**src/sv/tds_div.sv**
```systemverilog
module tds_div #(
    parameter int VW = 48,
    parameter int FB = 24
) (
    input  logic                 i_clk,
    input  logic                 i_rst_n,
    input  logic                 i_start,
    input  logic signed [VW-1:0] i_num,
    input  logic signed [VW-1:0] i_den,
    output logic                 o_done,
    output logic signed [VW-1:0] o_quo,
    output logic                 o_err
);
    localparam int NW = VW + FB;
    localparam int CW = $clog2(NW + 1);

    logic [NW-1:0] r_num, n_num;
    logic [VW-1:0] r_den;
    logic [VW:0]   r_rem, n_rem;
    logic [NW-1:0] r_quo, n_quo;
    logic [CW-1:0] r_cnt;
    logic          r_busy, r_neg, r_zero, r_nzneg;
    logic [VW:0]   w_sh;
    logic [VW-1:0] w_mx, w_my;
    logic [NW-1:0] w_lim;
    logic          w_sat;

    assign w_mx = i_num[VW-1] ? VW'(-i_num) : VW'(i_num);
    assign w_my = i_den[VW-1] ? VW'(-i_den) : VW'(i_den);
    assign w_sh = {r_rem[VW-1:0], r_num[NW-1]};

    always_comb begin
        n_num = {r_num[NW-2:0], 1'b0};
        if (w_sh >= {1'b0, r_den}) begin
            n_rem = w_sh - {1'b0, r_den};
            n_quo = {r_quo[NW-2:0], 1'b1};
        end else begin
            n_rem = w_sh;
            n_quo = {r_quo[NW-2:0], 1'b0};
        end
    end

    always_ff @(posedge i_clk) begin
        if (!i_rst_n) begin
            r_busy <= 1'b0;
            o_done <= 1'b0;
        end else begin
            o_done <= 1'b0;
            if (i_start) begin
                r_busy <= (i_den != '0);
                o_done <= (i_den == '0);
            end else if (r_busy) begin
                if (r_cnt == CW'(1)) begin
                    r_busy <= 1'b0;
                    o_done <= 1'b1;
                end
            end
        end
        if (i_start) begin
            r_num  <= {w_mx, FB'(0)};
            r_den  <= w_my;
            r_rem  <= '0;
            r_quo  <= '0;
            r_cnt  <= CW'(NW);
            r_neg  <= i_num[VW-1] ^ i_den[VW-1];
            r_nzneg <= i_num[VW-1];
            r_zero <= (i_den == '0);
        end else if (r_busy) begin
            r_num <= n_num;
            r_rem <= n_rem;
            r_quo <= n_quo;
            r_cnt <= r_cnt - CW'(1);
        end
    end

    assign w_lim = r_neg ? (NW'(1) << (VW-1)) : ((NW'(1) << (VW-1)) - NW'(1));
    assign w_sat = r_quo > w_lim;

    always_comb begin
        if (r_zero) begin
            o_quo = r_nzneg ? {1'b1, {(VW-1){1'b0}}} : {1'b0, {(VW-1){1'b1}}};
            o_err = 1'b1;
        end else begin
            o_err = w_sat;
            if (r_neg) o_quo = w_sat ? {1'b1, {(VW-1){1'b0}}} : VW'(-r_quo);
            else       o_quo = w_sat ? {1'b0, {(VW-1){1'b1}}} : VW'(r_quo);
        end
    end
endmodule

```
**config.mk**
```make
export PLATFORM = sky130hd
export DESIGN_NAME = tds_div
export DESIGN_NICKNAME = d
export VERILOG_FILES = /design/src/sv/tds_div.sv
export SDC_FILE = /design/constraint.sdc
export NUM_CORES = 1
export LEC_CHECK = 0
export ABC_CLOCK_PERIOD_IN_PS = 11750
export BUFFER_PORTS_ARGS = -buffer_cell sky130_fd_sc_hd__buf_2
export CAP_MARGIN = 0
export CORE_UTILIZATION = 40
export DETAILED_ROUTE_END_ITERATION = 6
export PLACE_DENSITY = 0.61
export SYNTH_ARGS = -nofsm -noshare
export SYNTH_HDL_FRONTEND = slang
export SYNTH_SLANG_ARGS = --single-unit
```
**constraint.sdc**
```tcl
create_clock -name i_clk -period 11.75 [get_ports i_clk]
set_input_delay 1.7625 -clock i_clk [delete_from_list [all_inputs] [get_ports i_clk]]
set_output_delay 1.7625 -clock i_clk [all_outputs]
set_load 0.02 [all_outputs]
```
==> flow_metrics.py <==
metrics = {
    "setup_path": {
        "worst-endpoint-arrival_ns": 5.16,
        "critPathKind": "reg2out",
        "worst_path_required_ns": 9.99,
        "worstSetupEndpointType": "output pin",
        "critical_path.max_fanout": 63,
        "setup.worst_path.start": "r_neg",
        "worst_setup_path_start_kind": "register",
        "r2r_start": "r_den[16]",
    },
    "cells_and_area": {
        "final_nets": 2253,
        "final_layout_size_suffix_gt1_share_pct": 11.8,
        "finalInstanceArea_sq_um": 18700,
        "n_fill_cell": 4034,
        "area_delta_synth_final_pct": 12.1,
        "final_cells": 2606,
    },
    "power_and_ir_drop": {
        "p_per_area_nw_per_um2": 125,
        "power.total_mw": 2.34,
        "switching_power_mw": 0.717,
        "power.sequential.fraction_pct": 39.3,
        "power.clock.fraction_pct": 37.0,
        "intPower_mw": 1.62,
        "peakVddDrop_uv": 93.0,
        "total_leakage_power_nw": 7.94,
        "power.switching_fraction_pct": 30.6,
        "comb_power_share_pct": 23.7,
    },
    "synth": {
        "ys_async_sr_fraction_pct": 0,
        "synth_edf_count": 99,
        "syn_area_sq_um": 16700,
        "syn_inst": 1978,
        "yosys_most_used_dff": "sky130_fd_sc_hd__dfxtp_1",
        "count_of_unique_library_cells_instantiated_by_yosys": 82,
        "postSynthAreaPerCell_sq_um": 8.42,
        "synthesis.nets": 2179,
        "sequential_area_share_after_synthesis_pct": 33.3,
        "synth.ff_latch_count": 228,
        "yosysWarnings": 0,
    },
    "route": {
        "maxUsedRoutingLayer": "met5",
        "detailroute.via_count": 15124,
        "remaining_design_rule_violation_count": 0,
        "detail_route.wirelength_um": 45600,
        "wl_met3_um": 2790,
        "post_route_antenna_net_violation_count": 0,
        "met2_wirelength_um": 19700,
        "drt-pass1-iter-count": 6,
        "routed_metal_1_wirelength_um": 21900,
        "detailedRoute.firstIterationViolations": 929,
        "drt-vias-per-instance": 5.80,
        "wl_per_cell_um": 17.5,
    },
    "global_route": {
        "grt_pass1_vias": 14214,
        "gr-usage-all-layers_pct": 21.2,
        "grt_remaining_overflow": 0,
        "grt_max_degree": 100,
        "grt_first_pass_wirelength_um": 73800,
        "grt_antenna_before_repair": 5,
    },
    "sta": {
        "final_critical_delay_including_setup_and_external_delays_ns": 6.92,
        "max_clock_freq_mhz": 145,
        "finalHoldViolCount": 0,
        "layout_setup_ws_ns": 4.83,
        "final_period_utilization_pct": 58.9,
        "transition_time_at_the_pin_with_the_least_slew_margin_ns": 1.15,
        "rsz_0062_raised_after_global_routing": "false",
        "fin_skew_ns": 0.0134,
        "timing_max_transition_violations_final": 0,
        "setup_viol": 0,
        "tns_ns": 0,
        "relSlewSlack_pct": 23.0,
    },
    "die": {
        "rows": 74,
        "floorplan.die.height_um": 206,
        "design.portCount": 149,
        "core_area_sq_um": 40900,
        "floorplan.die.width_um": 206,
        "die_area_sq_um": 42500,
        "initial_core_utilization_pct": 40.7,
    },
    "clock_tree": {
        "post_cts_buffers": 0,
        "cts_tree": "built",
        "cts.sinks": 228,
        "cts_repair_resize_count": 0,
        "cts.path.max_buffers": 3,
        "tritoncts.num_buffers": 27,
        "worst_setup_hold_path_clk_slew_ns": 0.06,
        "ctsHtreeMaxLevel": 1,
        "ctsRootBufferMaster": "sky130_fd_sc_hd__clkbuf_16",
        "postCtsHoldBufs": 0,
        "clkLatencyLatePin_ns": 0.56,
    },
    "place": {
        "dpl-instance-area_sq_um": 17700,
        "routabilityCongestion": 0.883,
        "post-place-cells": 2555,
        "placement_setup_slack_ns": 5.49,
        "hpwl_um": 32800,
        "portBuffers": 148,
    },
    "flow_run": {
        "max_capacitance_violation_count": 0,
    },
    "run_status": {
        "outcome": "complete, no violations",
    },
    "min_path": {
        "timing.hold.worst.class": "reg2reg",
        "worstHoldStart": "r_rem[19]",
    },
}
## final timing paths
kind	to	slack [ns]	cells past startpoint
max	o_quo[4]	4.83	13
min reg2reg	r_rem[19]	0.48	2
min	r_rem[19]	0.48	2
max reg2reg	r_rem[32]	7.03	12
## sequential cells by signal (all words and copies together) (netlist names)
signal   count
r_quo       72
r_den       48
r_num       48
r_rem       48
r_cnt        7
o_done       1
r_busy       1
r_neg        1
r_nzneg      1
r_zero       1
## per-stage QoR
stage | utilization [%] | hold WS, ns
after floorplan | - | 0.458
after detailed placement | 43.4 | 0.477
final | 45.6 | 0.484
after global routing | 45.6 | 0.511
after CTS | 45.6 | 0.485
after global placement | 43.4 | 0.475
## critical path, stage by stage, from the launching register on
cell and delay (ns):
sky130_fd_sc_hd__edfxtp_1 0.32, sky130_fd_sc_hd__buf_4 0.51, sky130_fd_sc_hd__clkinv_1 0.50, sky130_fd_sc_hd__ha_1 0.43
sky130_fd_sc_hd__nand4_1 0.08, sky130_fd_sc_hd__nor4_1 0.48, sky130_fd_sc_hd__nand3_1 0.18, sky130_fd_sc_hd__nand2_1 0.12
sky130_fd_sc_hd__a2bb2oi_1 0.28, sky130_fd_sc_hd__o311ai_4 0.14, sky130_fd_sc_hd__buf_4 0.35, sky130_fd_sc_hd__a21oi_1 0.72
sky130_fd_sc_hd__o211a_1 0.27, sky130_fd_sc_hd__buf_2 0.16
## kinds of logic (layout without fill, tap and decap cells)
kind of cell | after synthesis | in the layout | share of synthesized area, %
and+or+nand+nor | 711 | 711 | 20.8
DFF | 228 | 228 | 33.3
other | 0 | 2 | 0
AOI/OAI and AO/OA | 508 | 508 | 20.8
muxes | 96 | 96 | 5.84
adders and majority gates | 102 | 102 | 7.71
xor gates and xnor gates | 129 | 129 | 6.78
buffers and inverters | 204 | 298 | 4.69
## cells in the mapped netlist, types with 6 or more instances
cell type,count,area share (%)
sky130_fd_sc_hd__o41ai_1,16,0.84
sky130_fd_sc_hd__o211a_1,10,0.60
sky130_fd_sc_hd__ha_1,101,7.6
sky130_fd_sc_hd__nor2b_1,10,0.38
sky130_fd_sc_hd__and2_1,10,0.38
sky130_fd_sc_hd__a31oi_1,14,0.53
sky130_fd_sc_hd__inv_1,89,2.0
sky130_fd_sc_hd__a21oi_1,126,3.8
sky130_fd_sc_hd__buf_1,12,0.27
sky130_fd_sc_hd__o31ai_1,36,1.6
sky130_fd_sc_hd__o211ai_1,14,0.63
sky130_fd_sc_hd__o21bai_1,14,0.63
sky130_fd_sc_hd__dfxtp_1,129,16
sky130_fd_sc_hd__and3_1,22,0.83
sky130_fd_sc_hd__o21ai_0,77,2.3
sky130_fd_sc_hd__nor4_1,28,1.1
sky130_fd_sc_hd__xor2_1,58,3.0
sky130_fd_sc_hd__a211o_1,6,0.32
sky130_fd_sc_hd__edfxtp_1,99,18
sky130_fd_sc_hd__mux2i_1,86,5.2
sky130_fd_sc_hd__a211oi_1,17,0.77
sky130_fd_sc_hd__nor2_1,227,5.1
sky130_fd_sc_hd__a21o_1,56,2.5
sky130_fd_sc_hd__nor3_1,37,1.1
sky130_fd_sc_hd__clkbuf_1,99,2.2
sky130_fd_sc_hd__nand3b_1,7,0.32
sky130_fd_sc_hd__a41oi_1,6,0.32
sky130_fd_sc_hd__nand2b_1,16,0.60
sky130_fd_sc_hd__o21a_1,9,0.41
sky130_fd_sc_hd__or3_1,37,1.4
sky130_fd_sc_hd__nand3_1,49,1.5
sky130_fd_sc_hd__or4_1,21,0.95
sky130_fd_sc_hd__nand2_1,178,4.0
sky130_fd_sc_hd__mux2_2,10,0.68
sky130_fd_sc_hd__or2_2,12,0.45
sky130_fd_sc_hd__a311oi_1,33,1.7
sky130_fd_sc_hd__o22ai_1,9,0.34
sky130_fd_sc_hd__nand4_1,28,1.1
sky130_fd_sc_hd__xnor2_1,71,3.7
sky130_fd_sc_hd__a221o_1,6,0.36
## cells in the final DEF (no fill, tap or decap), drive strengths merged, types with 10 or more instances in the layout
cell,synthesis,layout
dfxtp,129,129
xnor2,71,71
o21bai,14,14
clkbuf,99,44
inv,89,90
o41ai,16,16
and3,22,22
a311oi,33,33
o21ai,79,79
nand2,179,179
or4,24,24
xor2,58,58
a31oi,14,14
nor4,28,28
buf,15,158
o31ai,36,36
mux2,10,10
nand2b,16,16
edfxtp,99,99
ha,101,101
a211oi,17,17
nor2,227,227
nor3,39,39
nand3,49,49
mux2i,86,86
o211a,10,10
and2,10,10
nand4,28,28
nor2b,10,10
or3,38,38
a21oi,126,126
or2,13,13
a21o,56,56
o211ai,14,14
## layer usage
layer	up-vias	GRT usage, %
li1	7457	-
met1	7129	30.1
met2	459	33.0
met3	73	3.17
met4	6	6.64
met5	-	0
## cell type report
| type | instances | area [sq um] | share of cell area (%) |
|---|---|---|---|
| Multi-Input combinational cell | 1546 | 10300 | 55.4 |
| Inverter | 90 | 338 | 1.81 |
| Sequential cell | 228 | 5560 | 29.8 |
| Clock buffer | 43 | 861 | 4.61 |
| Timing Repair Buffer | 159 | 832 | 4.46 |
| Tap cell | 532 | 666 | 3.56 |
| Clock inverter | 6 | 65.1 | 0.348 |
| Antenna cell | 2 | 5.00 | 0.0268 |
## power groups by stage
| stage | clock network (mW) | registers (mW) | logic (mW) |
|---|---|---|---|
| 2_1_floorplan | 0 | 0.925 | 0.401 |
| 3_3_place_gp | 0 | 0.935 | 0.538 |
| 3_5_place_dp | 0 | 0.937 | 0.546 |
| 4_1_cts | 0.892 | 0.920 | 0.550 |
| 5_1_grt | 0.921 | 0.927 | 0.613 |
| 6_report | 0.866 | 0.921 | 0.554 |
Note: power is estimated with default switching activity, not from simulation.
